<file path="src/assert_macros.svh">
// Assertion macros included by the scheduler RTL.
`ifndef ASSERT_MACROS_SVH
`define ASSERT_MACROS_SVH

`ifndef NO_ASSERTIONS

// Same-cycle implication, checked at every rising edge outside reset.
`define ASSERT_IMPL(label, clk, rst, ante, cons) \
   label: assert property (@(posedge clk) disable iff (rst) (ante) |-> (cons)) \
      else $error("assertion failed");

// Next-cycle implication, checked at every rising edge outside reset.
`define ASSERT_NEXT(label, clk, rst, ante, cons) \
   label: assert property (@(posedge clk) disable iff (rst) (ante) |=> (cons)) \
      else $error("assertion failed");

`else

`define ASSERT_IMPL(label, clk, rst, ante, cons)
`define ASSERT_NEXT(label, clk, rst, ante, cons)

`endif

`endif

</file>
<file path="src/pts_pkg.sv">
// Types and constants of the periodic topic scheduler.
`default_nettype none

package pts_pkg;

   localparam int TOPICS = 16;
   localparam int TOPIC_W = (TOPICS > 1) ? $clog2(TOPICS) : 1;
   localparam logic [31:0] DEFAULT_PERIOD = 32'd100;
   localparam logic [31:0] PERIOD_NONE = 32'hFFFF_FFFF;

   typedef enum logic [1:0] {
      ACT_SUBSCRIBE   = 2'd0,
      ACT_UNSUBSCRIBE = 2'd1,
      ACT_CONTEXT     = 2'd2,
      ACT_TICK        = 2'd3
   } action_type;

   typedef enum logic [1:0] {
      KIND_ACK     = 2'd0,
      KIND_CONTEXT = 2'd1,
      KIND_DUE     = 2'd2
   } kind_type;

   typedef enum logic [1:0] {
      ST_IDLE,
      ST_CTX,
      ST_SCAN,
      ST_FLUSH
   } state_type;

   typedef struct packed {
      logic [31:0] period;
      logic [31:0] last_fire;
   } entry_type;

endpackage

`default_nettype wire

</file>
<file path="src/periodic_topic_scheduler.sv">
// Periodic topic scheduler: topic table in one synchronous RAM, scanned on tick.
`default_nettype none

// A command is transferred at a rising edge with start high and busy low.
// For subscribe and unsubscribe the acknowledge appears on the rsp_ ports
// in the next cycle and a new command may be transferred in that same
// cycle. Get context reads the topic RAM through its read register, so busy
// is high in the context state and the reply passes that register and then
// the result register; a topic number out of range is answered in the next
// cycle with ok low and period -1. A tick walks the RAM one entry per cycle
// and keeps busy high through scan and flush, which sets the tick rate.
// Due topics come out in ascending order, one per strobe, and the final one
// of a tick carries rsp_last. A tick with nothing due gives no strobe.
// Each result is presented for exactly one cycle and cannot be held off:
// the receiver must take every strobe. After reset the table reads as
// period 100, last-fire 0, disabled, without any clearing pass.
module periodic_topic_scheduler (
   input  wire logic        clock,
   input  wire logic        reset,
   input  wire logic        start,
   output logic             busy,
   input  wire logic [1:0]  req_action,
   input  wire logic [7:0]  req_topic,
   input  wire logic [31:0] req_period,
   input  wire logic [31:0] req_now,
   output logic             rsp_strobe,
   output logic [1:0]       rsp_kind,
   output logic             rsp_ok,
   output logic [7:0]       rsp_topic_id,
   output logic [31:0]      rsp_period_out,
   output logic             rsp_enabled,
   output logic             rsp_last
);

`include "assert_macros.svh"

   localparam int TW = pts_pkg::TOPIC_W;

   // topic RAM: period and last-fire time per entry
   pts_pkg::entry_type mem [0:pts_pkg::TOPICS-1];
   pts_pkg::entry_type rd_data_ff;
   logic               wr_en;
   logic [TW-1:0]      wr_addr;
   pts_pkg::entry_type wr_data;
   logic [TW-1:0]      rd_addr;

   // control state
   pts_pkg::state_type state_ff, state_in;
   logic [TW-1:0]      idx_ff, idx_in;
   logic [31:0]        now_ff, now_in;
   logic [pts_pkg::TOPICS-1:0] enable_ff, enable_in;
   logic [pts_pkg::TOPICS-1:0] written_ff, written_in;

   // one due topic held back until we know whether it is the final one
   logic               pend_valid_ff, pend_valid_in;
   logic [TW-1:0]      pend_topic_ff, pend_topic_in;
   logic [31:0]        pend_period_ff, pend_period_in;

   // result register
   logic               rsp_strobe_ff, rsp_strobe_in;
   logic [1:0]         rsp_kind_ff, rsp_kind_in;
   logic               rsp_ok_ff, rsp_ok_in;
   logic [7:0]         rsp_topic_id_ff, rsp_topic_id_in;
   logic [31:0]        rsp_period_ff, rsp_period_in;
   logic               rsp_enabled_ff, rsp_enabled_in;
   logic               rsp_last_ff, rsp_last_in;

   logic               accept;
   logic               in_range;
   logic [TW-1:0]      req_idx;
   logic [31:0]        cur_period;
   logic [31:0]        cur_last_fire;
   logic [31:0]        elapsed;
   logic               due;

   assign busy     = (state_ff != pts_pkg::ST_IDLE);
   assign accept   = start && !busy;
   assign in_range = (req_topic < 8'(pts_pkg::TOPICS));
   assign req_idx  = req_topic[TW-1:0];

   // entries never written read as their reset values
   assign cur_period    = written_ff[idx_ff] ? rd_data_ff.period : pts_pkg::DEFAULT_PERIOD;
   assign cur_last_fire = written_ff[idx_ff] ? rd_data_ff.last_fire : 32'd0;
   assign elapsed       = now_ff - cur_last_fire;
   assign due           = enable_ff[idx_ff] && ($signed(elapsed) > $signed(cur_period));

   always_ff @(posedge clock) begin
      if (wr_en) begin
         mem[wr_addr] <= wr_data;
      end
      rd_data_ff <= mem[rd_addr];
   end

   always_ff @(posedge clock) begin
      if (reset) begin
         state_ff      <= pts_pkg::ST_IDLE;
         enable_ff     <= '0;
         written_ff    <= '0;
         pend_valid_ff <= 1'b0;
         rsp_strobe_ff <= 1'b0;
      end else begin
         state_ff      <= state_in;
         enable_ff     <= enable_in;
         written_ff    <= written_in;
         pend_valid_ff <= pend_valid_in;
         rsp_strobe_ff <= rsp_strobe_in;
      end
   end

   always_ff @(posedge clock) begin
      idx_ff          <= idx_in;
      now_ff          <= now_in;
      pend_topic_ff   <= pend_topic_in;
      pend_period_ff  <= pend_period_in;
      rsp_kind_ff     <= rsp_kind_in;
      rsp_ok_ff       <= rsp_ok_in;
      rsp_topic_id_ff <= rsp_topic_id_in;
      rsp_period_ff   <= rsp_period_in;
      rsp_enabled_ff  <= rsp_enabled_in;
      rsp_last_ff     <= rsp_last_in;
   end

   always_comb begin
      state_in        = state_ff;
      idx_in          = idx_ff;
      now_in          = now_ff;
      enable_in       = enable_ff;
      written_in      = written_ff;
      pend_valid_in   = pend_valid_ff;
      pend_topic_in   = pend_topic_ff;
      pend_period_in  = pend_period_ff;
      rsp_strobe_in   = 1'b0;
      rsp_kind_in     = rsp_kind_ff;
      rsp_ok_in       = rsp_ok_ff;
      rsp_topic_id_in = rsp_topic_id_ff;
      rsp_period_in   = rsp_period_ff;
      rsp_enabled_in  = rsp_enabled_ff;
      rsp_last_in     = rsp_last_ff;
      wr_en           = 1'b0;
      wr_addr         = idx_ff;
      wr_data         = '{period: cur_period, last_fire: now_ff};
      rd_addr         = idx_ff + 1'b1;

      case (state_ff)
         pts_pkg::ST_IDLE: begin
            if (accept) begin
               case (req_action)
                  pts_pkg::ACT_SUBSCRIBE: begin
                     if (in_range) begin
                        wr_en               = 1'b1;
                        wr_addr             = req_idx;
                        wr_data             = '{period: req_period, last_fire: 32'd0};
                        written_in[req_idx] = 1'b1;
                        enable_in[req_idx]  = 1'b1;
                     end
                     rsp_strobe_in   = 1'b1;
                     rsp_kind_in     = pts_pkg::KIND_ACK;
                     rsp_ok_in       = in_range;
                     rsp_topic_id_in = 8'd0;
                     rsp_period_in   = 32'd0;
                     rsp_enabled_in  = 1'b0;
                     rsp_last_in     = 1'b1;
                  end
                  pts_pkg::ACT_UNSUBSCRIBE: begin
                     if (in_range) begin
                        enable_in[req_idx] = 1'b0;
                     end
                     rsp_strobe_in   = 1'b1;
                     rsp_kind_in     = pts_pkg::KIND_ACK;
                     rsp_ok_in       = in_range;
                     rsp_topic_id_in = 8'd0;
                     rsp_period_in   = 32'd0;
                     rsp_enabled_in  = 1'b0;
                     rsp_last_in     = 1'b1;
                  end
                  pts_pkg::ACT_CONTEXT: begin
                     if (in_range) begin
                        rd_addr  = req_idx;
                        idx_in   = req_idx;
                        state_in = pts_pkg::ST_CTX;
                     end else begin
                        rsp_strobe_in   = 1'b1;
                        rsp_kind_in     = pts_pkg::KIND_CONTEXT;
                        rsp_ok_in       = 1'b0;
                        rsp_topic_id_in = 8'd0;
                        rsp_period_in   = pts_pkg::PERIOD_NONE;
                        rsp_enabled_in  = 1'b0;
                        rsp_last_in     = 1'b1;
                     end
                  end
                  pts_pkg::ACT_TICK: begin
                     rd_addr       = '0;
                     idx_in        = '0;
                     now_in        = req_now;
                     pend_valid_in = 1'b0;
                     state_in      = pts_pkg::ST_SCAN;
                  end
                  default: begin
                     state_in = pts_pkg::ST_IDLE;
                  end
               endcase
            end
         end

         pts_pkg::ST_CTX: begin
            rsp_strobe_in   = 1'b1;
            rsp_kind_in     = pts_pkg::KIND_CONTEXT;
            rsp_ok_in       = 1'b1;
            rsp_topic_id_in = 8'd0;
            rsp_period_in   = cur_period;
            rsp_enabled_in  = enable_ff[idx_ff];
            rsp_last_in     = 1'b1;
            state_in        = pts_pkg::ST_IDLE;
         end

         pts_pkg::ST_SCAN: begin
            // read data for idx_ff is here; the read of idx_ff + 1 is issued
            if (due) begin
               wr_en              = 1'b1;
               written_in[idx_ff] = 1'b1;
               if (pend_valid_ff) begin
                  rsp_strobe_in   = 1'b1;
                  rsp_kind_in     = pts_pkg::KIND_DUE;
                  rsp_ok_in       = 1'b1;
                  rsp_topic_id_in = 8'(pend_topic_ff);
                  rsp_period_in   = pend_period_ff;
                  rsp_enabled_in  = 1'b1;
                  rsp_last_in     = 1'b0;
               end
               pend_valid_in  = 1'b1;
               pend_topic_in  = idx_ff;
               pend_period_in = cur_period;
            end
            if (idx_ff == TW'(pts_pkg::TOPICS - 1)) begin
               state_in = pts_pkg::ST_FLUSH;
            end else begin
               idx_in = idx_ff + 1'b1;
            end
         end

         pts_pkg::ST_FLUSH: begin
            if (pend_valid_ff) begin
               rsp_strobe_in   = 1'b1;
               rsp_kind_in     = pts_pkg::KIND_DUE;
               rsp_ok_in       = 1'b1;
               rsp_topic_id_in = 8'(pend_topic_ff);
               rsp_period_in   = pend_period_ff;
               rsp_enabled_in  = 1'b1;
               rsp_last_in     = 1'b1;
            end
            pend_valid_in = 1'b0;
            state_in      = pts_pkg::ST_IDLE;
         end

         default: begin
            state_in = pts_pkg::ST_IDLE;
         end
      endcase
   end

   assign rsp_strobe     = rsp_strobe_ff;
   assign rsp_kind       = rsp_kind_ff;
   assign rsp_ok         = rsp_ok_ff;
   assign rsp_topic_id   = rsp_topic_id_ff;
   assign rsp_period_out = rsp_period_ff;
   assign rsp_enabled    = rsp_enabled_ff;
   assign rsp_last       = rsp_last_ff;

   // acknowledges and context replies are always the only result of their command
   `ASSERT_IMPL(a_single_reply_last, clock, reset,
      rsp_strobe && (rsp_kind != pts_pkg::KIND_DUE), rsp_last)
   // a transferred tick always starts a scan
   `ASSERT_NEXT(a_tick_scans, clock, reset,
      accept && (req_action == pts_pkg::ACT_TICK), state_ff == pts_pkg::ST_SCAN)
   // a held-back due topic never survives past the flush cycle
   `ASSERT_NEXT(a_flush_drains, clock, reset,
      state_ff == pts_pkg::ST_FLUSH, !pend_valid_ff && !busy)

endmodule

`default_nettype wire
</file>
<file path="config.mk">
export PLATFORM = sky130hd
export DESIGN_NAME = periodic_topic_scheduler
export DESIGN_NICKNAME = d
export VERILOG_FILES = /design/src/pts_pkg.sv /design/src/periodic_topic_scheduler.sv
export VERILOG_INCLUDE_DIRS = /design/src /design/src/src
export SDC_FILE = /design/constraint.sdc
export NUM_CORES = 1
export LEC_CHECK = 0
export BUFFER_PORTS_ARGS = -buffer_cell sky130_fd_sc_hd__buf_2
export CAP_MARGIN = 10
export CORE_MARGIN = 1
export CORE_UTILIZATION = 56
export CTS_CLUSTER_DIAMETER = 120
export CTS_CLUSTER_SIZE = 14
export DETAILED_ROUTE_END_ITERATION = 6
export HOLD_SLACK_MARGIN = 0.06
export PLACE_DENSITY = 0.72
export SLEW_MARGIN = 20
export SYNTH_ARGS = -nofsm -noshare
export SYNTH_HDL_FRONTEND = slang
export SYNTH_SLANG_ARGS = --single-unit
</file>
<file path="constraint.sdc">
create_clock -name clock -period 9 [get_ports clock]
set_input_delay 1.8 -clock clock [delete_from_list [all_inputs] [get_ports clock]]
set_output_delay 1.8 -clock clock [all_outputs]
set_load 0.03 [all_outputs]
</file>
==> impl_metrics.toml <==
[outcome]
status = "complete, no violations"

[final_layout]
post_route_cells_drive_above_1_share_pct = 15.2
post_layout_nets = 3513
fillers = 6307
ant_diodes = 0
post_layout_util_pct = 62.5
layout.cells.most_common = "sky130_fd_sc_hd__edfxtp_1"
most_frequent_cells_in_the_layout = "1,141 x sky130_fd_sc_hd__edfxtp_1, 538 x sky130_fd_sc_hd__nand2_1, 138 x sky130_fd_sc_hd__mux4_2"
layout-area-overhead-vs-synth_pct = 10.4

[yosys]
yosys.area.top_type = "sky130_fd_sc_hd__edfxtp_1"
synth.ff_latch_count = 1241
synth-seq-area-share_pct = 72.5
avg_inst_size_synth_um2 = 15.4
synth_ff_type = "sky130_fd_sc_hd__edfxtp_1"
post_syn_nets = 3394
netlist.area_leader.share_pct = 68.5
yosys_warnings = 0
synth.area.top_cells = "sky130_fd_sc_hd__edfxtp_1 69%, sky130_fd_sc_hd__mux4_2 6.2%, sky130_fd_sc_hd__nand2_1 4.0%"
number_of_synthesized_flops_with_an_enable_pin = 1141
netlist_area_mm2 = 0.0500
synth-async-reset-ratio_pct = 0
synthCells = 3248
ys_types = 64

[timing]
rsz_0062_raised_after_global_routing = "no"
final.min_clock_period_ps = 8090
hold_viol_final = 0
max_clock_freq_mhz = 124
setup_viol = 0
pins_over_their_slew_limit = 0
period_share_pct = 89.9
worst_slew_margin_rel_pct = 12.7
fin_worst_skew_ps = 31.5
holdWs_ps = 504
tightest_slew_ps = 1300

[pwr]
irDropWorstVdd_mv = 0.137
leakage_nw = 18.7
pwr_density_cell_mw_per_mm2 = 212

[clocking]
post_cts.resized_instances = 0
clock_insertion_delay_worst_skew_ps = 690
setup_fix_buffers_added_after_clock_tree_synthesis = 0
root_buffer = "sky130_fd_sc_hd__clkbuf_16"
clock_sinks = 1241
ctsHtreeMaxLevel = 3
tritoncts_clock_tree = "built"
cts_made_buffers = 98
cts-root-to-sink-buffers = 3
hold_buffers = 0
worst_setup_hold_path_clk_slew_ps = 70

[detailed_routing]
first_pass_iters = 6
post_drt_via_cell_ratio = 6.34
detail_route.drc_violations = 0
route.detailed.wl_per_inst_um = 27.0
antenna_left = 0
dr_total_vias = 29200
detail_route.wirelength_um = 125000
first_iter_violations = 3868

[worst_setup_path]
path_class = "register to register"
crit_path_start_kind = "register"
worst_flop_to_flop_path_endpoint = "mem[8][49]"
timing.rr.start = "idx_ff[1]"
timing.critical_path.arrival_ps = 8450
endpoint_kind = "register"
worstPathMaxFanout = 26
worst_ep_required_time_ps = 9350
rrSetupSlack_ps = 910
ff2ff_path_depth = 21

[global_routing]
antenna_found_initial = 1
globalRoute.totalOverflow = 0
first_global_vias = 28300
grt_first_pass_wirelength_um = 183000
globalRouteTotalUtil_pct = 27.7
pin_count_of_the_biggest_net_entering_global_routing = 175

[die]
fp.dieW_um = 301
die_h_um = 301
placement_rows = 109
die_area_mm2 = 0.0905
initial_core_util_pct = 56.6
num_io_pins = 124
placeableCoreArea_mm2 = 0.0884

[place]
gp_congestion = 0.893
number_of_buffers_added_on_ports = 123
hpwlAfterDp_um = 76100

[hold_path]
timing.hold.worst.class = "register to register"
whs_path_depth = 2

[job]
drv.max_cap_violation_count = 0
## cell type report
type / instances / area (um^2) / share of cell area (%)
Timing Repair Buffer: 205 / 1340 / 2.43
Sequential cell: 1241 / 36300 / 65.7
Multi-Input combinational cell: 1771 / 13100 / 23.7
Clock buffer: 172 / 2790 / 5.06
Inverter: 50 / 188 / 0.340
Clock inverter: 5 / 68.8 / 0.125
Tap cell: 1165 / 1460 / 2.64
## metal layers
metal	share of wire, %	up-vias	GRT usage (%)	routed length (um)
li1	-	12700	-	-
met1	42	14700	41.3	51800
met2	46	1557	41.7	56800
met3	9.8	200	4.38	12200
met4	3.1	0	9.92	3860
met5	0	-	0	0
## power breakdown
part,internal (mW),leakage [nW],switching [mW]
combinational,0.451,5.91,0.837
clock,2.10,1.36,1.91
sequential,6.36,11.5,0.0663
## state kept, by name, indices dropped and copies added, names as in the netlist, named ones only
register / count
idx_ff: 4
mem: 1024
now_ff: 32
pend_period_ff: 32
pend_topic_ff: 4
pend_valid_ff: 1
rd_data_ff: 64
rsp_enabled: 1
rsp_kind: 2
rsp_last: 1
rsp_ok: 1
rsp_period_out: 32
rsp_strobe: 1
rsp_topic_id: 8
state_ff: 2
written_ff: 16
## logic make-up (layout without fill, tap and decap cells)
| family | after synthesis | after routing | share of synthesized area (%) |
|---|---|---|---|
| and+or+nand+nor | 958 | 958 | 8.55 |
| adders and majority gates | 69 | 69 | 1.74 |
| buffers and inverters | 236 | 432 | 2.10 |
| muxes | 274 | 274 | 8.94 |
| AOI/OAI and AO/OA | 442 | 442 | 5.67 |
| xor gates and xnor gates | 28 | 28 | 0.490 |
| DFF | 1241 | 1241 | 72.5 |
## synthesized netlist by cell type, types with 68 or more instances
| master | number |
|---|---|
| sky130_fd_sc_hd__a21oi_1 | 94 |
| sky130_fd_sc_hd__ha_1 | 68 |
| sky130_fd_sc_hd__nand3_1 | 134 |
| sky130_fd_sc_hd__mux2i_1 | 135 |
| sky130_fd_sc_hd__clkbuf_1 | 106 |
| sky130_fd_sc_hd__nor2_1 | 84 |
| sky130_fd_sc_hd__nand4_1 | 75 |
| sky130_fd_sc_hd__dfxtp_1 | 100 |
| sky130_fd_sc_hd__mux4_2 | 138 |
| sky130_fd_sc_hd__o21ai_0 | 122 |
| sky130_fd_sc_hd__nand2_1 | 538 |
| sky130_fd_sc_hd__edfxtp_1 | 1141 |
## critical path: stages (launching register included)
cell	delay (ps)
sky130_fd_sc_hd__edfxtp_1	810
sky130_fd_sc_hd__mux4_2	350
sky130_fd_sc_hd__mux4_2	570
sky130_fd_sc_hd__buf_4	410
sky130_fd_sc_hd__nand2_1	160
sky130_fd_sc_hd__fa_1	430
sky130_fd_sc_hd__a21o_1	190
sky130_fd_sc_hd__nand4_1	120
sky130_fd_sc_hd__a21oi_1	100
sky130_fd_sc_hd__nor2_1	230
sky130_fd_sc_hd__o2111ai_1	210
sky130_fd_sc_hd__a221oi_1	670
sky130_fd_sc_hd__nor2_1	120
sky130_fd_sc_hd__a311o_1	360
sky130_fd_sc_hd__ha_1	300
sky130_fd_sc_hd__nand4_1	120
sky130_fd_sc_hd__nor3_1	290
sky130_fd_sc_hd__o311ai_0	290
sky130_fd_sc_hd__a21oi_1	380
sky130_fd_sc_hd__o211ai_1	410
sky130_fd_sc_hd__a21oi_4	810
sky130_fd_sc_hd__buf_4	400
## per-stage QoR
step / setup slack [ps] / power, mW / setup TNS (ps) / instance area (um^2) / instances
finish: 907 / 11.7 / 0 / 55200 / 4609
global route: 470 / 12.1 / 0 / 55200 / 4609
CTS: 993 / 11.8 / 0 / 55100 / 4609
detailed placement: 1040 / 7.82 / 0 / 52200 / 4432
global placement: 1220 / 7.79 / 0 / 52200 / 4432
floorplan: -501 / 7.40 / -128380 / 50100 / 3248
## how the worst max path moves through the flow
stage,start,to,slack [ps],cells after the start
6_report,idx_ff[1],mem[8][49],910,21
5_1_grt,idx_ff[1],mem[11][59],470,21
4_1_cts,idx_ff[1],mem[11][63],990,21
3_5_place_dp,idx_ff[1],mem[9][53],1040,21
3_3_place_gp,idx_ff[1],mem[8][57],1220,22
2_1_floorplan,idx_ff[0],mem[1][0],-500,26
Power figures use the tool's default switching activity.
